## config.mk

```make
export PLATFORM = sky130hd
export DESIGN_NAME = sdes_cbc_byte_cipher
export DESIGN_NICKNAME = d
export VERILOG_FILES = /design/src/rtl/core/sdes_pkg.sv /design/src/rtl/core/sdes_key_sched.sv /design/src/rtl/core/sdes_fk.sv /design/src/rtl/core/sdes_block.sv /design/src/rtl/core/sdes_cbc_byte_cipher.sv
export SDC_FILE = /design/constraint.sdc
export NUM_CORES = 1
export LEC_CHECK = 0
export ABC_AREA = 1
export BUFFER_PORTS_ARGS = -buffer_cell sky130_fd_sc_hd__buf_2
export CAP_MARGIN = 40
export CORE_ASPECT_RATIO = 1.75
export CORE_UTILIZATION = 63
export DETAILED_ROUTE_END_ITERATION = 12
export GPL_ROUTABILITY_DRIVEN = 0
export HOLD_SLACK_MARGIN = 0.1
export PLACE_DENSITY = 0.88
export SLEW_MARGIN = 20
export SYNTH_ARGS = -nofsm -noshare
export SYNTH_HDL_FRONTEND = slang
export SYNTH_SLANG_ARGS = --single-unit
```

## constraint.sdc

```tcl
create_clock -name clk -period 5.4 [get_ports clk]
set_input_delay 0 -clock clk [delete_from_list [all_inputs] [get_ports clk]]
set_output_delay 0 -clock clk [all_outputs]
set_load 0.03 [all_outputs]
```

## src/rtl/core/sdes_pkg.sv

```systemverilog
// Shared S-DES definitions: register indexes, permutations and S-boxes.
// No dependencies; imported by every module of the byte cipher.
package sdes_pkg;

	localparam int CFG_IDX_W = 2;
	localparam int KEY_W     = 10;

	typedef enum logic [CFG_IDX_W-1:0] {
		CFG_KEY  = 2'd0,
		CFG_IV   = 2'd1,
		CFG_MODE = 2'd2
	} cfg_idx_t;

	typedef struct packed {
		logic [7:0] k1;
		logic [7:0] k2;
	} subkeys_t;

	localparam logic [1:0] SBOX0 [4][4] = '{
		'{2'd1, 2'd0, 2'd3, 2'd2},
		'{2'd3, 2'd2, 2'd1, 2'd0},
		'{2'd0, 2'd2, 2'd1, 2'd3},
		'{2'd3, 2'd1, 2'd3, 2'd2}
	};

	localparam logic [1:0] SBOX1 [4][4] = '{
		'{2'd0, 2'd1, 2'd2, 2'd3},
		'{2'd2, 2'd0, 2'd1, 2'd3},
		'{2'd3, 2'd0, 2'd1, 2'd0},
		'{2'd2, 2'd1, 2'd0, 2'd3}
	};

	function automatic logic [9:0] p10(input logic [9:0] k);
		return {k[7], k[5], k[8], k[3], k[6], k[0], k[9], k[1], k[2], k[4]};
	endfunction

	function automatic logic [7:0] p8(input logic [9:0] v);
		return {v[4], v[7], v[3], v[6], v[2], v[5], v[0], v[1]};
	endfunction

	function automatic logic [7:0] ip(input logic [7:0] x);
		return {x[6], x[2], x[5], x[7], x[4], x[0], x[3], x[1]};
	endfunction

	function automatic logic [7:0] ip_inv(input logic [7:0] y);
		return {y[4], y[7], y[5], y[3], y[1], y[6], y[0], y[2]};
	endfunction

	function automatic logic [7:0] ep(input logic [3:0] n);
		return {n[0], n[3], n[2], n[1], n[2], n[1], n[0], n[3]};
	endfunction

	function automatic logic [3:0] p4(input logic [3:0] s);
		return {s[2], s[0], s[1], s[3]};
	endfunction

	function automatic logic [4:0] rotl1(input logic [4:0] h);
		return {h[3:0], h[4]};
	endfunction

	function automatic logic [4:0] rotl3(input logic [4:0] h);
		return {h[1:0], h[4:2]};
	endfunction

endpackage

```

## src/rtl/core/sdes_key_sched.sv

```systemverilog
// Key schedule: derives K1 and K2 from a key write and holds them.
// Depends on sdes_pkg.
module sdes_key_sched
	import sdes_pkg::*;
(
	input  logic             clk,
	input  logic             arst_n,
	input  logic             key_we,
	input  logic [KEY_W-1:0] key_data,
	output subkeys_t         subkeys
);

	logic [9:0] perm;
	logic [4:0] lh;
	logic [4:0] rh;
	subkeys_t   subkeys_q;

	always_comb begin
		perm = p10(key_data);
		lh   = perm[9:5];
		rh   = perm[4:0];
	end

	always_ff @(posedge clk or negedge arst_n) begin
		if (!arst_n) begin
			subkeys_q <= '0;
		end else if (key_we) begin
			subkeys_q.k1 <= p8({rotl1(lh), rotl1(rh)});
			subkeys_q.k2 <= p8({rotl3(lh), rotl3(rh)});
		end
	end

	assign subkeys = subkeys_q;

endmodule

```

## src/rtl/core/sdes_fk.sv

```systemverilog
// One S-DES round function fk: expansion, key mix, S-boxes, P4.
// Depends on sdes_pkg.
module sdes_fk
	import sdes_pkg::*;
(
	input  logic [7:0] x,
	input  logic [7:0] subkey,
	output logic [7:0] y
);

	logic [7:0] e;
	logic [3:0] s;

	always_comb begin
		e = ep(x[3:0]) ^ subkey;
		s = {SBOX0[{e[7], e[4]}][{e[6], e[5]}], SBOX1[{e[3], e[0]}][{e[2], e[1]}]};
		y = {x[7:4] ^ p4(s), x[3:0]};
	end

endmodule

```

## src/rtl/core/sdes_block.sv

```systemverilog
// S-DES block on one byte: IP, fk, nibble swap, fk, inverse IP.
// Depends on sdes_pkg and sdes_fk.
module sdes_block
	import sdes_pkg::*;
(
	input  logic [7:0] din,
	input  logic [7:0] key_a,
	input  logic [7:0] key_b,
	output logic [7:0] dout
);

	logic [7:0] r1_in;
	logic [7:0] r1_out;
	logic [7:0] r2_in;
	logic [7:0] r2_out;

	assign r1_in = ip(din);

	sdes_fk u_fk1 (
		.x      (r1_in),
		.subkey (key_a),
		.y      (r1_out)
	);

	assign r2_in = {r1_out[3:0], r1_out[7:4]};

	sdes_fk u_fk2 (
		.x      (r2_in),
		.subkey (key_b),
		.y      (r2_out)
	);

	assign dout = ip_inv(r2_out);

endmodule

```

## src/rtl/core/sdes_cbc_byte_cipher.sv

```systemverilog
// Top level of the S-DES CBC byte cipher: input stage, cipher, result register.
// Depends on sdes_pkg, sdes_key_sched and sdes_block.
//
//  channel | signals                                   | role
//  --------+-------------------------------------------+---------------------
//  in      | in_valid, in_ready, data_byte,            | byte to cipher
//          | first_of_message                          |
//  out     | out_valid, out_ready, result_byte         | ciphered byte
//  cfg     | cfg_valid, cfg_ready, cfg_index, cfg_data | register writes
//
// One byte per cycle unless the output stalls; each result is registered.
// In encrypt mode the CBC chain loop closes through one S-DES block.
// Reset clears keys, IV, mode, chain value and all valid flags.
// Output stall holds the result; the input stage still takes one more byte.
module sdes_cbc_byte_cipher
	import sdes_pkg::*;
(
	input  logic                 clk,
	input  logic                 arst_n,
	input  logic                 in_valid,
	output logic                 in_ready,
	input  logic [7:0]           data_byte,
	input  logic                 first_of_message,
	output logic                 out_valid,
	input  logic                 out_ready,
	output logic [7:0]           result_byte,
	input  logic                 cfg_valid,
	output logic                 cfg_ready,
	input  logic [CFG_IDX_W-1:0] cfg_index,
	input  logic [KEY_W-1:0]     cfg_data
);

	subkeys_t   subkeys;
	logic       cfg_we;
	logic [7:0] iv_q;
	logic       mode_q;
	logic [7:0] chain_q;
	logic       valid_s1;
	logic [7:0] data_s1;
	logic       first_s1;
	logic       out_valid_q;
	logic [7:0] result_q;
	logic       adv_s1;
	logic [7:0] prev;
	logic [7:0] blk_in;
	logic [7:0] blk_out;
	logic [7:0] key_a;
	logic [7:0] key_b;
	logic [7:0] res;

	assign cfg_ready = 1'b1;
	assign cfg_we    = cfg_valid && cfg_ready;

	sdes_key_sched u_key_sched (
		.clk      (clk),
		.arst_n   (arst_n),
		.key_we   (cfg_we && (cfg_index == CFG_KEY)),
		.key_data (cfg_data),
		.subkeys  (subkeys)
	);

	always_ff @(posedge clk or negedge arst_n) begin
		if (!arst_n) begin
			iv_q   <= '0;
			mode_q <= 1'b0;
		end else if (cfg_we) begin
			if (cfg_index == CFG_IV) begin
				iv_q <= cfg_data[7:0];
			end
			if (cfg_index == CFG_MODE) begin
				mode_q <= cfg_data[0];
			end
		end
	end

	assign adv_s1   = valid_s1 && (!out_valid_q || out_ready);
	assign in_ready = !valid_s1 || adv_s1;

	always_ff @(posedge clk or negedge arst_n) begin
		if (!arst_n) begin
			valid_s1 <= 1'b0;
		end else if (in_ready) begin
			valid_s1 <= in_valid;
		end
	end

	always_ff @(posedge clk) begin
		if (in_valid && in_ready) begin
			data_s1  <= data_byte;
			first_s1 <= first_of_message;
		end
	end

	always_comb begin
		prev   = first_s1 ? iv_q : chain_q;
		key_a  = mode_q ? subkeys.k2 : subkeys.k1;
		key_b  = mode_q ? subkeys.k1 : subkeys.k2;
		blk_in = mode_q ? data_s1 : (data_s1 ^ prev);
		res    = mode_q ? (blk_out ^ prev) : blk_out;
	end

	sdes_block u_block (
		.din   (blk_in),
		.key_a (key_a),
		.key_b (key_b),
		.dout  (blk_out)
	);

	always_ff @(posedge clk or negedge arst_n) begin
		if (!arst_n) begin
			out_valid_q <= 1'b0;
			chain_q     <= '0;
		end else begin
			if (adv_s1) begin
				out_valid_q <= 1'b1;
				chain_q     <= mode_q ? data_s1 : res;
			end else if (out_ready) begin
				out_valid_q <= 1'b0;
			end
		end
	end

	always_ff @(posedge clk) begin
		if (adv_s1) begin
			result_q <= res;
		end
	end

	assign out_valid   = out_valid_q;
	assign result_byte = result_q;

`ifndef ASSERT_OFF
	a_chain_enc: assert property (@(posedge clk) disable iff (!arst_n)
		(adv_s1 && !mode_q) |=> (chain_q == result_q))
		else $error("chain value differs from ciphertext after encrypt");

	a_chain_dec: assert property (@(posedge clk) disable iff (!arst_n)
		(adv_s1 && mode_q) |=> (chain_q == $past(data_s1)))
		else $error("chain value differs from ciphertext input after decrypt");

	a_chain_hold: assert property (@(posedge clk) disable iff (!arst_n)
		!$stable(chain_q) |-> $past(adv_s1))
		else $error("chain value changed without a transaction");

	a_out_src: assert property (@(posedge clk) disable iff (!arst_n)
		$rose(out_valid_q) |-> $past(valid_s1))
		else $error("result shown without an input stage transaction");

	a_empty_ready: assert property (@(posedge clk) disable iff (!arst_n)
		!valid_s1 |-> in_ready)
		else $error("empty input stage refuses a transaction");
`endif

endmodule

```

Yosys cells after proc, flatten, opt, wreduce, memory -nomap -nowiden
Index checks and enable logic that the tools add are counted.

Reductions and logical operators: 11. Eq/ne operators: 2. Bitwise logic cells: 14. $lt $le $gt $ge: 8. Muxes and demuxes: 32.

Operators with widths (count): 8-bit two-way mux (14); 8-bit binary-select mux with 2-bit select (4); 8-bit XOR (4); 3-bit >= comparator (second input constant) (8); 2-bit NOT with 3-bit output (8); 2-bit binary-select mux with 2-bit select (4); 2-bit two-way mux (8); 4-bit XOR (2); 2-bit AND reduction (2); 1-bit logical AND (3); 2-bit by 1-bit equality test with 1-bit output (second input constant) (1); 2-bit equality test (second input constant) (1); 1-bit zero test (2); 2-bit zero test (1); 1-bit logical OR (2); 1-bit two-way mux (2); 2-bit nonzero test (1).

Logic and storage cells: 77. Input port bits: 26. Output and inout bits: 11. Flip-flop bits (word level): 52.

Depth between registers and ports, before layout
Word-level depth: 24. Mapped depth: 26. Gate-level depth less buffers: 26.

Hierarchy
Synthesis repeated with hierarchy kept, for this count alone.

Cells, all modules: 507. Area, all modules: 3353.2 µm².

Modules (own cells, without submodules): sdes_cbc_byte_cipher (area an instance 2174.6 µm², cells an instance 311, instances 1, sequential area each 985.9 µm²); sdes_fk (area an instance 377.9 µm², cells an instance 74, instances 2, sequential area each 0.0 µm²); sdes_key_sched (area an instance 422.9 µm², cells an instance 48, instances 1, sequential area each 250.2 µm²).

Worst setup path after synthesis
Ideal clock, no wire load.

Path type: register -> register. From: reg mode_q. To: reg result_q[7] (netlist: result_byte[7]) (data pin). Required time: 5144 ps. Path buffers: 1. Setup slack: 2467 ps. Arrival time: 2677 ps. Cell stages (with the launch flop): 21. Clock period less this slack: 2933 ps. Setup time: 256 ps. Path through: dfrtp_1 buf_4 o21ai_0 inv_1 nand2_1 nand2_2 ha_1 nand3b_1 nand2_1 nand2_2 nand2_2 nand2_2 nand3_1 nand2_2 ha_1 o21ai_0 nand2_1 nand3_1 nand2_1 o21ai_1 nand2_1.

Longest elaborated chain between the ends: 21. Elaborated cells on any way between the ends: 33. Those cells by class: 22 x mux; 11 x bitwise.

Ends and longest elaborated chain: from (decl) (line sdes_cbc_byte_cipher.sv:36) `logic mode_q;`; from (signal assigned) (line sdes_cbc_byte_cipher.sv:71) `mode_q <= cfg_data[0];`; 8-bit two-way mux (on tied branches) (line sdes_cbc_byte_cipher.sv:98, sdes_cbc_byte_cipher.sv:96); 8-bit XOR (line sdes_fk.sv:15) `e = ep(x[3:0]) ^ subkey;`; 2-bit NOT with 3-bit output (not written as such) (line sdes_fk.sv:16) `s = {SBOX0[{e[7], e[4]}][{e[6], e[5]}], SBOX1[{e[3], e[0]}][{e[2], e[1]}]};`; 8-bit binary-select mux with 2-bit select (line sdes_fk.sv:16); 8-bit two-way mux (not written as such) (2 in series) (line sdes_fk.sv:16); 2-bit binary-select mux with 2-bit select (line sdes_fk.sv:16); 2-bit two-way mux (not written as such) (2 in series) (line sdes_fk.sv:16); 4-bit XOR (line sdes_fk.sv:17) `y = {x[7:4] ^ p4(s), x[3:0]};`; [... 2 more ...]; 8-bit binary-select mux with 2-bit select (line sdes_fk.sv:16); 8-bit two-way mux (not written as such) (2 in series) (line sdes_fk.sv:16); 2-bit binary-select mux with 2-bit select (line sdes_fk.sv:16); 2-bit two-way mux (not written as such) (2 in series) (line sdes_fk.sv:16); 4-bit XOR (line sdes_fk.sv:17); 8-bit XOR (line sdes_cbc_byte_cipher.sv:99) `res = mode_q ? (blk_out ^ prev) : blk_out;`; 8-bit two-way mux * (line sdes_cbc_byte_cipher.sv:99); named net res[7] (line sdes_cbc_byte_cipher.sv:49) `logic [7:0] res;`; to (signal assigned) (line sdes_cbc_byte_cipher.sv:125) `result_q <= res;`; to (decl) (line sdes_cbc_byte_cipher.sv:42) `logic [7:0] result_q;`.

Mark *: on every way through the listed nets, which the timed path passes. The rest lies on a longest branch. The select of a mux whose other input is x is not followed. A chain may end at the register's enable or synchronous reset.

Worst setup path in the final report
From: reg first_s1. To: reg result_q[7] (netlist: result_byte[7]) (data pin).

Longest elaborated chain between the ends: 23. Elaborated cells on any way between the ends: 33. Those cells by class: 21 x mux; 12 x bitwise.

Ends and longest elaborated chain: from (decl) (line sdes_cbc_byte_cipher.sv:40) `logic first_s1;`; from (signal assigned) (line sdes_cbc_byte_cipher.sv:90) `first_s1 <= first_of_message;`; 8-bit two-way mux * (line sdes_cbc_byte_cipher.sv:95) `prev = first_s1 ? iv_q : chain_q;`; 8-bit XOR (line sdes_cbc_byte_cipher.sv:98) `blk_in = mode_q ? data_s1 : (data_s1 ^ prev);`; 8-bit two-way mux (line sdes_cbc_byte_cipher.sv:98); 8-bit XOR (line sdes_fk.sv:15); 2-bit NOT with 3-bit output (not written as such) (line sdes_fk.sv:16); 8-bit binary-select mux with 2-bit select (line sdes_fk.sv:16); 8-bit two-way mux (not written as such) (2 in series) (line sdes_fk.sv:16); 2-bit binary-select mux with 2-bit select (line sdes_fk.sv:16); [... 5 more ...]; 8-bit binary-select mux with 2-bit select (line sdes_fk.sv:16); 8-bit two-way mux (not written as such) (2 in series) (line sdes_fk.sv:16); 2-bit binary-select mux with 2-bit select (line sdes_fk.sv:16); 2-bit two-way mux (not written as such) (2 in series) (line sdes_fk.sv:16); 4-bit XOR (line sdes_fk.sv:17); 8-bit XOR (line sdes_cbc_byte_cipher.sv:99); 8-bit two-way mux * (line sdes_cbc_byte_cipher.sv:99); named net res[7] (line sdes_cbc_byte_cipher.sv:49).

Marks and branches as above.

==> metrics list <==
- Result of the run: complete, no violations
* Total of flip-flops plus latches after synthesis: 46
- The first global-routing pass estimated 13930 microns of wire.
* Maximum number of pins on one net before global-route repair: 42
* Via count of the first global-routing pass: 3054
* Number of I/O port buffers: 35
* Largest buffer count on any clock path: 2
- 0 antenna diodes ended up in the layout.
- The top cell types in the final layout, fill and taps aside, are nand2_1, inv_1, nand3_1.
* Fin nets: 546
- Of the post-synthesis cell area, the part taken by muxes is 0%.
- Count of mapped cells out of synthesis: 459
* Final-layout fill cell count: 362
* Leakage: 2.007 nW
* Worst-Margin Slew: 0.6437 ns
* Delay of the slowest cell on the worst path: 0.57 ns
- Top cell family by delay on the critical path: simple AND/OR/NAND/NOR gates
* Number of violations of the max-capacitance limit: 0
* Area fraction of the dominant cell type after synthesis: 22.61%
- In the post-route analysis, the smallest setup slack over all paths is 1.903 ns.
- Worst skew pair latency: 0.31 ns
- X dimension of the die: 55.96 microns
- Maximum fanout encountered on the critical timing path: 11
- On the final layout, the worst clock skew is 0.01501 ns.
- Clock sink count: 46
* Buffers & Inverters on Critical Path: 1
- Cell Area, Placed: 0.003390 sq mm
- For this run, the leading register cell type out of synthesis is dfrtp_1.
* Vias per Instance: 5.629
- The first TritonRoute pass finished after 5 iterations.
- Placement-stage worst setup slack: 2.004 ns
- Area fraction in compound gates after synthesis: 9.552%
- A synthesized cell averages 6.992 sq um.
- Worst Setup Start Kind: register
* CTS tree: done
- Async set or reset register ratio after synthesis: 63.04%
* Main combinational cell family by area after synthesis: simple AND/OR/NAND/NOR gates
- The hold violation total from the final report was 0.
- Relative area change from synthesis to final layout: 17.66%
- The tree is rooted in a clkbuf_8.
* First-iteration detailed-routing DRC count: 169
- Across all register-to-register paths, the minimum setup slack is 1.90 ns.
- Final routed DRC violation total: 0
* Routed Wire Length: 8656 microns
- Worst path arrival time: 3.57 ns
- The H-tree was split into 2 levels.
* Total half-perimeter wirelength after legalization and detailed placement: 6026 microns
* I/O pin count: 37
- In this run the core area contains 34 standard-cell rows.
- Post-CTS Resized: 0
- Data required, critical path: 5.47 ns
- The die is 96.42 microns tall.
- Area of all placed cells without fillers: 0.003776 sq mm
- Max-slew violations: 0
- Ranked by total cell area, the synthesized netlist is headed by dfrtp_1, nand2_1, edfxtp_1, nand3_1, inv_1.
- The initial antenna violation count was 0.
- In this run the remaining antenna-violating nets after routing total 0.
- The floorplan step defined a die boundary enclosing 0.005395 sq mm.
- Setup repair after global routing left no endpoint under its margin.
* Number of synthesis warnings: 0
- WL per Instance: 15.13 microns
- Launching point of the worst reg2reg path: first_s1
- Net count of the mapped netlist: 488
* Unique masters post-synth: 31
- Summing over every cut layer, the via total after detailed routing is 3220.
- The endpoint identified for the worst register-to-register timing path is result_byte[7].
* Depth of the most critical reg-to-reg path: 23
* Number of buffers created by CTS: 5
- Cells fill 76.52% of the core in the end.
- In the finished design, the share of the clock period the worst path needs comes to 64.75%.
- Effective utilization at floorplan: 65.04%
- Headroom to the max-slew limit came out at 56.98%.
* Number of enable flip-flop cells after synthesis: 17
- Cell Area, Synth: 0.003209 sq mm
- Highest clock frequency the design can meet: 286.0 MHz
- The library cell used most frequently in the layout, excluding fill and tap cells, is nand2_1.
* Number of setup violations in the final report: 0
- Post-Route Setup TNS: 0 ns
- The completed layout was analyzed and its total power is 1.868 mW.
- Clock edge transition at the registers on the reported setup and hold paths: 0.10 ns
- For this design the ratio of total power to cell area is 494.7 mW/mm^2.
* Simple-gate area share of the yosys netlist: 36.84%
- Area share of fa/ha/maj cells after synthesis: 1.170%
- Post-synthesis sequential area ratio: 38.52%
- Buffer count from post-CTS setup fixing: 0
- Among the stages of the critical path, the cell type that occurs most often is nand2_2.
- For this design, the slowest cell found on the critical path is edfxtp_1.
- The number of hold buffers added after CTS was 27.
- The worst hold path belongs to the class in2async.
- Fraction of layout instances using a drive strength above 1: 16.80%
- Parity-gate share of the synthesized area counting xor and xnor cells: 4.016%
- Min Tclk post-route: 3.497 ns
- For this run the aggregate overflow at the end of global routing stands at 0.
- The critical path in this run is classified as reg2reg.
- Of all cell types, the one taking the most synthesized area is dfrtp_1.
- Global routing used 34.29% of the available tracks.
- The floorplan step defined a core boundary enclosing 0.004935 sq mm.
- Worst IR drop on VDD: 0.3801 mV
- Chain of cells forming the critical path: inv_2 > nand2_1 > nand2_2 > nand2_1 > nand2_2 > nand2_2 > nand2_1 > nand2_2 > ha_1 > nand3b_1 > nand2_1 > nand2_2 > nand2_2 > nand2_2 > nand3_1 > nand2_2 > ha_1 > o21ai_0 > nand2_1 > nand3_1 > nand2_1 > o21ai_1 > nand2_1
- STA classifies the critical path endpoint as a register.
final cells by class:
cell class / instances / area, sq um / share of cell area, %
Clock inverter: 3 / 47.55 / 1.259
Clock buffer: 5 / 68.82 / 1.822
Tap cell: 54 / 67.56 / 1.789
Multi-Input combinational cell: 336 / 1659 / 43.94
Inverter: 65 / 244.0 / 6.461
Sequential cell: 46 / 1236 / 32.74
Timing Repair Buffer: 63 / 452.9 / 11.99
sequential cells by signal, indices dropped and copies added, names as in the netlist:
name                 cells
result_byte              8
u_key_sched.subkeys     10
data_s1                  8
mode_q                   1
first_s1                 1
chain_q                  8
valid_s1                 1
iv_q                     8
out_valid                1
kinds of logic (layout without fill, tap and decap cells):
kind of cell | Yosys count | count (layout)
AO/OA/AOI/OAI | 56 | 56
XOR/XNOR | 13 | 13
adder cells (fa/ha/maj) | 3 | 3
buffers and inverters | 77 | 136
flip-flops | 46 | 46
other | 1 | 1
AND/OR/NAND/NOR | 263 | 263
Yosys cell counts, types with 3 or more instances:
library cell,number
inv_2,3
nand2_1,163
xnor2_1,3
clkbuf_1,5
o21ai_0,27
nor2_1,12
dfrtp_1,29
edfxtp_1,17
a21oi_1,21
inv_1,62
xor2_1,8
nand3_2,7
nand2_2,23
ha_1,3
nand3_1,48
o21a_1,3
or2_2,3
nand3b_1,3
stage by stage:
| step | hold WS [ns] | cells |
|---|---|---|
| floorplan | -0.2956 | 459 |
| global placement | 0.03984 | 537 |
| detailed placement | 0.04770 | 537 |
| CTS | 0.2476 | 572 |
| global route | 0.2924 | 572 |
| finish | 0.2268 | 572 |
worst max-delay path by stage:
stage | startpoint | to | slack [ns] | depth (start not counted)
after floorplan | mode_q | result_byte[7] | 2.47 | 20
after global placement | first_s1 | result_byte[7] | 2.15 | 23
after detailed placement | first_s1 | result_byte[7] | 2.00 | 23
after CTS | first_s1 | result_byte[7] | 1.98 | 23
after global routing | first_s1 | result_byte[7] | 1.60 | 23
final | first_s1 | result_byte[7] | 1.90 | 23
layer usage:
| layer | GRT usage [%] | part of all wire [%] | vias to the layer above |
|---|---|---|---|
| met5 | 0 | 0 | - |
| met4 | 26.22 | 8.1 | 0 |
| met3 | 4.927 | 5.4 | 61 |
| met2 | 63.65 | 51 | 158 |
| met1 | 34.41 | 35 | 1434 |
| li1 | - | - | 1567 |
where the power goes:
group / switching, mW / internal, mW / leakage, nW
Combinational: 0.729 / 0.346 / 1.43
Sequential: 0.0491 / 0.475 / 0.518
Clock: 0.128 / 0.141 / 0.0591
Total: 0.906 / 0.962 / 2.01
Note: power is estimated with default switching activity, not from simulation.
